`config.mk`:
```
export PLATFORM = sky130hd
export DESIGN_NAME = pcbd_ctrl
export DESIGN_NICKNAME = d
export VERILOG_FILES = /design/src/design/pcbd_pkg.sv /design/src/design/pcbd_ctrl.sv
export SDC_FILE = /design/constraint.sdc
export NUM_CORES = 1
export LEC_CHECK = 0
export ABC_CLOCK_PERIOD_IN_PS = 1300
export CAP_MARGIN = 20
export CORE_AREA = 2 2 39 41
export CTS_CLUSTER_SIZE = 8
export DETAILED_ROUTE_END_ITERATION = 8
export DIE_AREA = 0 0 41 43
export DONT_BUFFER_PORTS = 1
export GPL_TIMING_DRIVEN = 0
export PLACE_DENSITY_LB_ADDON = 0.25
export SYNTH_ARGS = -nofsm -noshare
export SYNTH_HDL_FRONTEND = slang
export SYNTH_SLANG_ARGS = --single-unit
```
`constraint.sdc`:
```
create_clock -name clk_i -period 1.3 [get_ports clk_i]
set_clock_uncertainty 0.2 [all_clocks]
set_input_delay 0.065 -clock clk_i [delete_from_list [all_inputs] [get_ports clk_i]]
set_output_delay 0.065 -clock clk_i [all_outputs]
set_load 0.01 [all_outputs]
```
`src/design/pcbd_pkg.sv`:
```
// Shared types and constants of the prefix-code bit decoder.
package pcbd_pkg;

  localparam int BYTE_W      = 8;
  localparam int BITS_LEFT_W = $clog2(BYTE_W + 1);
  localparam int IDX_W       = 8;
  localparam int SYM_W       = 8;
  localparam int CODE_W      = 16;
  localparam int LEN_W       = 5;

  localparam int IN_TDATA_W  = 48;
  localparam int IN_TUSER_W  = 2;
  localparam int OUT_TDATA_W = 8;
  localparam int OUT_TUSER_W = 1;

  // input tuser bit positions
  localparam int TUSER_REQ   = 0;
  localparam int TUSER_START = 1;

  typedef enum logic {
    REQ_LOAD   = 1'b0,
    REQ_DECODE = 1'b1
  } req_e;

  // input tdata layout, lowest field in the lowest bits
  typedef struct packed {
    logic [2:0]        pad;
    logic [BYTE_W-1:0] data_byte;
    logic [LEN_W-1:0]  entry_length;
    logic [CODE_W-1:0] entry_code;
    logic [SYM_W-1:0]  entry_symbol;
    logic [IDX_W-1:0]  entry_index;
  } in_word_t;

  typedef struct packed {
    logic [SYM_W-1:0]  sym;
    logic [CODE_W-1:0] code;
    logic [LEN_W-1:0]  len;
  } entry_t;

  typedef enum logic [2:0] {
    ST_CLEAR,
    ST_IDLE,
    ST_SHIFT,
    ST_SCAN,
    ST_RESULT,
    ST_NEXT,
    ST_FLUSH
  } state_e;

  typedef struct packed {
    logic clr_wr;
    logic accept;
    logic shift;
    logic scan_init;
    logic scan_rd;
    logic capture;
    logic pend_load;
    logic push_mid;
    logic push_last;
  } dp_cmd_t;

  typedef struct packed {
    logic in_decode;
    logic sweep_last;
    logic issue_done;
    logic hit;
    logic scan_end;
    logic cnt_full;
    logic byte_done;
    logic pend_valid;
    logic out_free;
  } dp_stat_t;

endpackage

```
`src/design/pcbd_ctrl.sv`:
```
// Controller state machine of the prefix-code bit decoder.
module pcbd_ctrl (
  input  logic               clk_i,
  input  logic               rst_ni,
  input  logic               s_tvalid_i,
  output logic               s_tready_o,
  input  pcbd_pkg::dp_stat_t stat_i,
  output pcbd_pkg::dp_cmd_t  cmd_o
);
  import pcbd_pkg::*;

  state_e state_q, state_d;
  logic   found;

  assign found = stat_i.hit | (stat_i.scan_end & stat_i.cnt_full);

  always_ff @(posedge clk_i or negedge rst_ni) begin
    if (!rst_ni) begin
      state_q <= ST_CLEAR;
    end else begin
      state_q <= state_d;
    end
  end

  always_comb begin
    state_d = state_q;
    unique case (state_q)
      ST_CLEAR: begin
        if (stat_i.sweep_last) state_d = ST_IDLE;
      end
      ST_IDLE: begin
        if (s_tvalid_i && stat_i.in_decode) state_d = ST_SHIFT;
      end
      ST_SHIFT: state_d = ST_SCAN;
      ST_SCAN: begin
        if (found) begin
          state_d = ST_RESULT;
        end else if (stat_i.scan_end) begin
          state_d = ST_NEXT;
        end
      end
      ST_RESULT: begin
        if (!stat_i.pend_valid || stat_i.out_free) state_d = ST_NEXT;
      end
      ST_NEXT: begin
        state_d = stat_i.byte_done ? ST_FLUSH : ST_SHIFT;
      end
      ST_FLUSH: begin
        if (!stat_i.pend_valid || stat_i.out_free) state_d = ST_IDLE;
      end
      default: state_d = ST_IDLE;
    endcase
  end

  always_comb begin
    cmd_o      = '0;
    s_tready_o = 1'b0;
    unique case (state_q)
      ST_CLEAR: cmd_o.clr_wr = 1'b1;
      ST_IDLE: begin
        s_tready_o   = 1'b1;
        cmd_o.accept = s_tvalid_i;
      end
      ST_SHIFT: begin
        cmd_o.shift     = 1'b1;
        cmd_o.scan_init = 1'b1;
      end
      ST_SCAN: begin
        cmd_o.scan_rd = !stat_i.issue_done && !stat_i.hit && !stat_i.scan_end;
        cmd_o.capture = found;
      end
      ST_RESULT: begin
        if (!stat_i.pend_valid) begin
          cmd_o.pend_load = 1'b1;
        end else if (stat_i.out_free) begin
          cmd_o.push_mid  = 1'b1;
          cmd_o.pend_load = 1'b1;
        end
      end
      ST_NEXT: ;
      ST_FLUSH: begin
        cmd_o.push_last = stat_i.pend_valid && stat_i.out_free;
      end
      default: ;
    endcase
  end

endmodule

```
Yosys cells after proc, flatten, opt, wreduce, memory -nomap -nowiden
Cells that the tools add are included.

word-level totals
  memories kept = 0
  memory bits (read-only) = 0
  register bits after elaboration = 3
  bits in latches = 0
  memory bits (writable) = 0
  word-level logic and storage cells = 43
  bits of input ports = 12
  output and inout port bits = 10

cells by class
  bitwise logic cells = 2
  shift operators = 0
  multiplexer cells = 18
  $add $sub $neg = 0
  reduce and logical (&&, ||, !) cells = 11
  equality and inequality tests = 11
  order comparisons = 0
  multiply operators = 0
  div/mod/pow operators = 0

operators by type and width
  kind                                            number
  two-way mux 3 bit                               7
  case mux 3 bit (7 select lines)                 1
  == test 3 bit (second input constant)           3
  two-way mux 2 bit                               4
  inequality test 2 bit (second input constant)   4
  == test 3 x 2 -> 1 bit (second input constant)  2
  two-way mux 1 bit                               6
  AND reduction 5 bit                             1
  logical AND 1 bit                               4
  zero test 1 bit                                 4
  == test 3 x 1 -> 1 bit (second input constant)  1
  zero test 3 bit                                 1
  inequality test 3 bit (second input constant)   1
  bitwise AND 1 bit                               1
  logical OR 1 bit                                1
  bitwise OR 1 bit                                1

Logic depth before layout (Yosys ltp)
Gate-level depths: netlist of run 1.

  depth after elaboration = 4
  mapped depth = 4
  gate-level depth less buffers = 4

Worst setup path after synthesis of run 1
OpenSTA, ideal clock, no wires.

  path type = reg2out
  from = register state_q[1]
  to = output port cmd_o[6] in the netlist's numbering
  slack = -0.127 ns
  required time = 1.035 ns
  cell stages (with the launch flop) = 4
  arrival = 1.162 ns
  path buffers = 2
  cells stage by stage = dfrtp_1 > buf_2 > nor3b_1 > buf_4

RTL lines
  item                      RTL line         source
  start: declaration        pcbd_ctrl.sv:12  state_e state_q, state_d;
  start signal: assignment  pcbd_ctrl.sv:21  state_q <= state_d;
  end: declaration          pcbd_ctrl.sv:8   output pcbd_pkg::dp_cmd_t cmd_o

==> results of run 1 <==
[area by class of cell]
type                            instances  share of cell area, %
Inverter                                1                  0.604
Sequential cell                         3                   12.7
Clock buffer                            4                   4.23
Buffer                                  2                   3.62
Multi-Input combinational cell         33                   46.3
Tap cell                               16                   3.22
Timing Repair Buffer                   19                   29.4
[worst max-delay path: cells and delay by family (launching register included)]
family	cells	cell delay (ns)
AND/OR/NAND/NOR	4	0.54
flip-flops	1	0.42
[routing by layer]
| metal | global-route usage, % | up-vias | wire [um] |
|---|---|---|---|
| met2 | 17.2 | 17 | 491 |
| met5 | 0 | - | 0 |
| met3 | 3.66 | 0 | 64 |
| met4 | 6.00 | 0 | 0 |
| li1 | - | 184 | - |
| met1 | 10.9 | 173 | 366 |
[synth_stat cells, drive strengths merged]
cell type	count
nor2	6
nand2	5
a21oi	3
dfrtp	3
nor3	3
o21ai	3
and2	2
buf	2
nand2b	2
nor3b	2
o211ai	2
inv	1
nand3	1
nor2b	1
o211a	1
o21bai	1
o22ai	1
[worst min-delay path by stage]
stage / from / endpoint / slack, ns / cells past startpoint
2_1_floorplan: rst_ni / state_q[0] / -0.43 / 0
3_3_place_gp: rst_ni / state_q[1] / -0.43 / 0
3_5_place_dp: rst_ni / state_q[1] / -0.43 / 0
4_1_cts: stat_i[7] / state_q[0] / 0.01 / 4
5_1_grt: stat_i[0] / cmd_o[0] / 0.04 / 2
6_report: stat_i[7] / state_q[0] / 0.002 / 4
[what timing repair did]
action                                  in CTS  in global routing
hold buffers                                 9                  0
gates resized for setup                     15                 10
pin swaps                                    3                  3
hold endpoints to repair                     7                  0
cloned                                       0                  1
buffers inserted                             5                  5
endpoints found under the setup margin      11                 11
[per-stage QoR]
| stage | instance area, um^2 | std cells | power, W |
|---|---|---|---|
| 3_5_place_dp | 324 | 55 | 0.000690 |
| 4_1_cts | 541 | 73 | 0.00113 |
| 3_3_place_gp | 324 | 55 | 0.000694 |
| 2_1_floorplan | 304 | 39 | 0.000609 |
| 6_report | 622 | 78 | 0.00129 |
| 5_1_grt | 622 | 78 | 0.00138 |
[report_power, final]
group	switching (W)	internal (W)	total (W)	leakage (nW)
clock network	0.0000466	0.000115	0.000162	0.0150
logic	0.000427	0.000478	0.000905	0.202
registers	0.0000778	0.000149	0.000226	0.0331
total	0.000551	0.000741	0.00129	0.250
[cells by family (layout without fill, tap and decap cells)]
family / after synthesis / after routing / synth area share, %
AND/OR/NAND/NOR: 22 / 22 / 42.7
AO/OA/AOI/OAI: 11 / 11 / 26.8
buffers and inverters: 3 / 26 / 5.44
flip-flops: 3 / 3 / 25.1
==> impl_metrics.env, run 1 <==
export IMPL_outcome="finished, violations left"
export IMPL_violations="setup timing"
export IMPL_layout_area_seq_um2=78.8
export IMPL_cp_data_arrival_time_ns=1.18
export IMPL_diodes=0
export IMPL_yosys_warnings=0
export IMPL_globalplace_congestion=0.695
export IMPL_crit_path_end_kind="primary output"
export IMPL_first_iter_violations=2
export IMPL_crit_end="cmd_o[4]"
export IMPL_syn_to_final_growth_pct=108
export IMPL_period_share_pct=111
export IMPL_slew_headroom_pct=73.8
export IMPL_r2r_end="state_q[0]"
export IMPL_slew_violations=0
export IMPL_final_cell_mix="dlygate4sd3_1, buf_4, buf_6, nand2_1"
export IMPL_worstPathRequired_ns=1.03
export IMPL_num_rows=14
export IMPL_place_ws_ns=-0.0849
export IMPL_initial_utilization_pct=21.6
export IMPL_ios=22
export IMPL_multi_input_area_um2=288
export IMPL_vdd_drop_max_uv=882
export IMPL_r2r_start="state_q[2]"
export IMPL_critPathMaxStageDelay_ns=0.42
export IMPL_ant_nets=0
export IMPL_clk_latency_ns=0.23
export IMPL_final_common_cell="dlygate4sd3_1"
export IMPL_setup_tns_ns=-0.705
export IMPL_crit_start="state_q[2]"
export IMPL_rr_worst_depth=5
export IMPL_cts_buffers=3
export IMPL_critPathLaunchType="flop"
export IMPL_syn_num_nets=51
export IMPL_synth_cell_types=23
export IMPL_crit_fanout=4
export IMPL_vias=374
export IMPL_fp_dieArea_um2=1760
export IMPL_cts_tree="yes"
export IMPL_path_class="flop to primary output"
export IMPL_nFillCells=147
export IMPL_period_minus_slack_ns=1.44
export IMPL_crit_chain="nand2b_4 > nor3_2 > nand2_1 > nor2_2"
export IMPL_totalWireLength_um=922
export IMPL_first_pass_iters=3
export IMPL_leakagePower_nw=0.250
export IMPL_layout_nets=75
export IMPL_grtUsageTotal_pct=10.5
export IMPL_hold_viol=0
export IMPL_clockRootBuffer="clkbuf_4"
export IMPL_synth_top_cell_area_share_pct=25.1
export IMPL_reg_largest_list="state_q (3)"
export IMPL_die_w_um=41
export IMPL_setup_violations=9
export IMPL_io_buffer_count=0
export IMPL_grt_overflow_total=0
export IMPL_synth_avg_cell_area_um2=7.67
export IMPL_hold_path_class="input pin to flop"
export IMPL_cpMaxStageDelayCell="dfrtp_2"
export IMPL_ys_ff_latch=3
export IMPL_maxCapViolCount=0
export IMPL_avgRoutedWirePerCell_um=11.8
export IMPL_drc=0
export IMPL_grt_pass1_wl_um=1250
export IMPL_fmax_mhz=692
export IMPL_tightest_slew_ns=0.390
export IMPL_coreArea_um2=1380
export IMPL_h_tree_depth=1
export IMPL_largest_reg_flops=3
export IMPL_clk_pin_slew_ns=0.04
export IMPL_cts_buffer_depth=2
export IMPL_yosysSeqAreaShare_pct=25.1
export IMPL_synth_area_leader_cell="dfrtp_1"
export IMPL_avgViaCountPerCell=4.79
export IMPL_registers_top_by_ff_count="state_q"
export IMPL_synth_area_leaders="dfrtp_1, a21oi_1, o21ai_0"
export IMPL_hold_slack_ns=0.00191
export IMPL_layout_drive_gt1_share_pct=59.7
export IMPL_cts_sinks=3
export IMPL_power_density_nw_per_um2=2080
export IMPL_hpwl_um=576
export IMPL_grt_pass1_vias=344
export IMPL_worst_slack_ns=-0.145
export IMPL_fp_dieH_um=43
export IMPL_final_util_pct=44.9
export IMPL_grt_max_degree=11
export IMPL_syn_inst=39
export IMPL_antenna_found_initial=0
export IMPL_r2r_slack_ns=-0.01
export IMPL_rsz0062_at_grt="yes"
export IMPL_synth_area_um2=299
No activity file was read; power rests on OpenSTA's default activity.
==> run 2, diff against run 1 <==
==> constraint.sdc (replaced) <==
create_clock -name clk_i -period 1.3 [get_ports clk_i]
set_clock_uncertainty 0.2 [all_clocks]
set_input_delay 0.26 -clock clk_i [delete_from_list [all_inputs] [get_ports clk_i]]
set_output_delay 0.26 -clock clk_i [all_outputs]
set_load 0.01 [all_outputs]
==> impl_metrics.env, run 2 (synthesized netlist as in run 1, its figures left out) <==
export IMPL_pwr_share_seq_pct=17.3
export IMPL_registers_top_by_ff_count="state_q"
export IMPL_grt_max_degree=7
export IMPL_cp_data_arrival_time_ns=1.19
export IMPL_critPathLaunchType="flop"
export IMPL_drc=0
export IMPL_ant_nets=0
export IMPL_worst_slack_ns=-0.347
export IMPL_combPwrFrac_pct=70.8
export IMPL_fmax_mhz=607
export IMPL_clk_pin_slew_ns=0.04
export IMPL_period_minus_slack_ns=1.65
export IMPL_worstPathRequired_ns=0.84
export IMPL_tightest_slew_ns=0.390
export IMPL_maxCapViolCount=0
export IMPL_violations="setup timing"
export IMPL_setup_tns_ns=-2.66
export IMPL_fp_dieArea_um2=1760
export IMPL_clockRootBuffer="clkbuf_4"
export IMPL_cts_buffer_depth=2
export IMPL_antenna_found_initial=0
export IMPL_clockPowerShare_pct=11.9
export IMPL_period_share_pct=127
export IMPL_hold_viol=0
export IMPL_setup_violations=12
export IMPL_layout_drive_gt1_share_pct=66.1
export IMPL_place_ws_ns=-0.219
export IMPL_grt_overflow_total=0
export IMPL_path_class="flop to primary output"
export IMPL_coreArea_um2=1380
export IMPL_outcome="finished, violations left"
export IMPL_reg_largest_list="state_q (3)"
export IMPL_final_cell_mix="buf_4, buf_6, nand2_1"
export IMPL_io_buffer_count=0
export IMPL_intPower_w=0.000755
export IMPL_hold_path_class="input pin to flop"
export IMPL_cts_tree="yes"
export IMPL_num_rows=14
export IMPL_slew_headroom_pct=73.8
export IMPL_first_pass_iters=2
export IMPL_final_common_cell="buf_4"
export IMPL_power_density_nw_per_um2=2390
export IMPL_syn_to_final_growth_pct=83.7
export IMPL_grt_pass1_wl_um=1440
export IMPL_die_w_um=41
export IMPL_clk_latency_ns=0.22
export IMPL_leakagePower_nw=0.228
export IMPL_vias=340
export IMPL_diodes=0
export IMPL_grtUsageTotal_pct=12.0
export IMPL_avgRoutedWirePerCell_um=12.3
export IMPL_ios=22
export IMPL_crit_fanout=5
export IMPL_p_sw_share_pct=42.5
export IMPL_h_tree_depth=1
export IMPL_cts_buffers=3
export IMPL_fp_dieH_um=43
export IMPL_globalplace_congestion=0.677
export IMPL_first_iter_violations=1
export IMPL_grt_pass1_vias=367
export IMPL_r2r_slack_ns=-0.05
export IMPL_slew_violations=0
export IMPL_crit_path_end_kind="primary output"
export IMPL_cts_sinks=3
export IMPL_avgViaCountPerCell=4.72
export IMPL_rsz0062_at_grt="yes"
export IMPL_hpwl_um=602
export IMPL_layout_nets=69
export IMPL_p_sw_w=0.000558
export IMPL_vdd_drop_max_uv=858
export IMPL_initial_utilization_pct=21.6
export IMPL_largest_reg_flops=3
export IMPL_totalWireLength_um=888
-- run 2: cell count changes in the layout (fill, tap and decap cells not counted), sizes merged --
cell and delta:
buf +2, dlygate4sd3 -8
-- run 2: worst paths after layout --
path,startpoint,end,cells past startpoint
min in group asynchronous,rst_ni,state_q[1],1
max in group asynchronous,rst_ni,state_q[0],1
setup reg to reg,state_q[0],state_q[1],4
hold reg to reg,state_q[2],state_q[2],3
hold / removal,stat_i[8],state_q[0],3
setup / recovery,state_q[2],cmd_o[4],4
-- run 2: metrics by stage --
| stage | instances | hold slack (ns) | utilization [%] | power (W) | area [um^2] |
|---|---|---|---|---|---|
| 3_5_place_dp | 55 | -0.236 | 25.6 | 0.000790 | 354 |
| 3_3_place_gp | 55 | -0.236 | 25.6 | 0.000779 | 354 |
| 5_1_grt | 72 | 0.0438 | 39.7 | 0.00141 | 549 |
| 6_report | 72 | 0.0317 | 39.7 | 0.00131 | 549 |
| 2_1_floorplan | 39 | -0.236 | - | 0.000695 | 334 |
| 4_1_cts | 71 | 0.0311 | 37.7 | 0.00124 | 522 |
-- run 2: power by group through the flow --
stage | registers (W) | clock network, W | logic [W]
5_1_grt | 0.000237 | 0.000170 | 0.00101
4_1_cts | 0.000227 | 0.000163 | 0.000853
3_5_place_dp | 0.000259 | 0 | 0.000531
6_report | 0.000227 | 0.000156 | 0.000930
2_1_floorplan | 0.000237 | 0 | 0.000457
3_3_place_gp | 0.000259 | 0 | 0.000520
-- run 2: routing by layer --
| metal | track usage (%) | routed length [um] |
|---|---|---|
| met5 | 0 | 0 |
| met4 | 4.00 | 0 |
| met3 | 4.19 | 64 |
| met2 | 20.9 | 477 |
| met1 | 12.5 | 346 |
-- run 2: area by class of cell --
class / count / area, um^2
plain buffers: 2 / 22.5
clock buffers: 4 / 26.3
fillers: 149 / 835
inverters: 1 / 3.75
multi-input cells: 33 / 287
flip-flops and latches: 3 / 78.8
well taps: 16 / 20.0
repair buffers: 13 / 111
-- run 2: worst max-delay path, stage by stage, from the launching register on --
cell and delay [ns]:
dfrtp_2 0.44, nand2b_4 0.19, nor3_2 0.11, nand2_1 0.09, nor2_2 0.13
-- run 2: repair_timing --
| item | 4_1_cts | 5_1_grt |
|---|---|---|
| hold endpoints to repair | 3 | 0 |
| setup endpoints to repair | 10 | 12 |
| pin swaps | 2 | 2 |
| gates resized for setup | 11 | 5 |
| hold buffers | 1 | 0 |
| buffers inserted | 11 | 1 |
==> run 3, diff against run 2 <==
PLACE_DENSITY_LB_ADDON = unset   (was 0.25)
==> impl_metrics.env, run 3 (synthesized netlist as in run 1, its figures left out) <==
export IMPL_fmax_mhz=604
export IMPL_layout_nets=69
export IMPL_placed_cells=55
export IMPL_critPathMaxStageDelay_ns=0.45
export IMPL_critPathBufInv=0
export IMPL_avgViaCountPerCell=4.71
export IMPL_rr_worst_depth=6
export IMPL_grt_overflow_total=0
export IMPL_cp_data_arrival_time_ns=1.20
export IMPL_final_cells=72
export IMPL_grtUsageTotal_pct=11.5
export IMPL_grt_pass1_wl_um=1280
export IMPL_cpMaxStageDelayCell="dfrtp_2"
export IMPL_leakagePower_nw=0.230
export IMPL_coreArea_um2=1380
export IMPL_vias=339
export IMPL_r2r_start="state_q[2]"
export IMPL_first_iter_violations=2
export IMPL_final_cell_mix="buf_4, nand2_1"
export IMPL_drc=0
export IMPL_slew_violations=0
export IMPL_outcome="finished, violations left"
export IMPL_avgRoutedWirePerCell_um=12.2
export IMPL_worstHoldStart="stat_i[8]"
export IMPL_largest_reg_flops=3
export IMPL_ant_nets=0
export IMPL_place_ws_ns=-0.198
export IMPL_violations="setup timing"
export IMPL_path_class="flop to primary output"
export IMPL_grt_pass1_vias=322
export IMPL_vdd_drop_max_uv=926
export IMPL_crit_path_end_kind="primary output"
export IMPL_fp_dieArea_um2=1760
export IMPL_crit_fanout=6
export IMPL_globalplace_congestion=0.751
export IMPL_h_tree_depth=1
export IMPL_hpwl_um=568
export IMPL_tightest_slew_ns=0.229
export IMPL_power_density_nw_per_um2=2460
export IMPL_registers_top_by_ff_count="state_q"
export IMPL_worstPathRequired_ns=0.84
export IMPL_path_delay_family="simple AND/OR/NAND/NOR gates"
export IMPL_initial_utilization_pct=21.6
export IMPL_holdPathEnd="state_q[0]"
export IMPL_layout_drive_gt1_share_pct=66.1
export IMPL_die_w_um=41
export IMPL_syn_to_final_growth_pct=83.7
export IMPL_diodes=0
export IMPL_maxCapViolCount=0
export IMPL_num_rows=14
export IMPL_worst_slack_ns=-0.355
export IMPL_period_minus_slack_ns=1.66
export IMPL_post_dp_cell_area_um2=354
export IMPL_ios=22
export IMPL_clk_pin_slew_ns=0.04
export IMPL_fp_dieH_um=43
export IMPL_reg_largest_list="state_q (3)"
export IMPL_hold_depth=3
export IMPL_cts_buffers=3
export IMPL_rsz0062_at_grt="yes"
export IMPL_final_common_cell="buf_4"
export IMPL_period_share_pct=127
export IMPL_cts_tree="yes"
export IMPL_totalWireLength_um=880
export IMPL_antenna_found_initial=0
export IMPL_first_pass_iters=3
export IMPL_design_area_um2=549
export IMPL_clk_latency_ns=0.23
export IMPL_io_buffer_count=0
export IMPL_grt_max_degree=8
export IMPL_hold_viol=0
export IMPL_crit_chain="nand2b_4 > nor3_2 > nand2_1 > nor2_2"
export IMPL_setup_violations=12
export IMPL_slew_headroom_pct=84.5
export IMPL_cts_sinks=3
export IMPL_cts_buffer_depth=2
export IMPL_nFillCells=143
export IMPL_r2r_slack_ns=-0.09
export IMPL_r2r_end="state_q[0]"
export IMPL_hold_path_class="input pin to flop"
export IMPL_critPathLaunchType="flop"
export IMPL_clockRootBuffer="clkbuf_4"
-- run 3: what timing repair did --
item                                    in CTS  in global routing
hold buffers                                 1                  0
endpoints found under the hold margin        3                  0
pin swaps                                    1                  4
resized for setup                            6                  7
setup buffers                                8                  4
endpoints found under the setup margin      10                 13
cloned                                       0                  0
-- run 3: layout make-up --
class                   count  area, um^2  area share (%)
clock buffers               4        26.3            4.78
repair buffers             13         116            21.2
multi-input cells          33         282            51.3
inverters                   1        3.75           0.683
flip-flops and latches      3        78.8            14.4
well taps                  16        20.0            3.64
plain buffers               2        22.5            4.10
-- run 3: worst max-delay path by stage --
stage | from | end | depth (start not counted)
after floorplan | state_q[1] | cmd_o[6] | 3
after global placement | state_q[1] | cmd_o[6] | 3
after detailed placement | state_q[1] | cmd_o[6] | 3
after CTS | state_q[2] | cmd_o[4] | 4
after global routing | state_q[2] | cmd_o[4] | 4
final | state_q[2] | cmd_o[4] | 4
-- run 3: per-stage QoR --
stage / total power [W] / hold slack, ns / TNS, ns / utilization, %
CTS: 0.00116 / 0.0298 / -2.89 / 34.2
finish: 0.00135 / 0.0282 / -2.65 / 39.7
global route: 0.00145 / 0.0462 / -3.18 / 39.7
floorplan: 0.000695 / -0.236 / -0.409 / -
global placement: 0.000772 / -0.235 / -0.936 / 25.6
detailed placement: 0.000778 / -0.235 / -0.956 / 25.6
-- run 3: tightest hold or removal path: stages --
cell and delay (ns):
nand2_1 0.04, nand2_1 0.06, o211ai_2 0.07
-- run 3: where the power goes --
group	switching (W)	total, W	internal (W)
clock	0.0000458	0.000161	0.000115
combinational	0.000446	0.000968	0.000522
sequential	0.0000763	0.000225	0.000148
-- run 3: per-layer routing --
metal  wire, um  track usage, %
met3         53            4.19
met1        367            12.9
met5          0               0
met4          0            10.0
met2        459            15.9
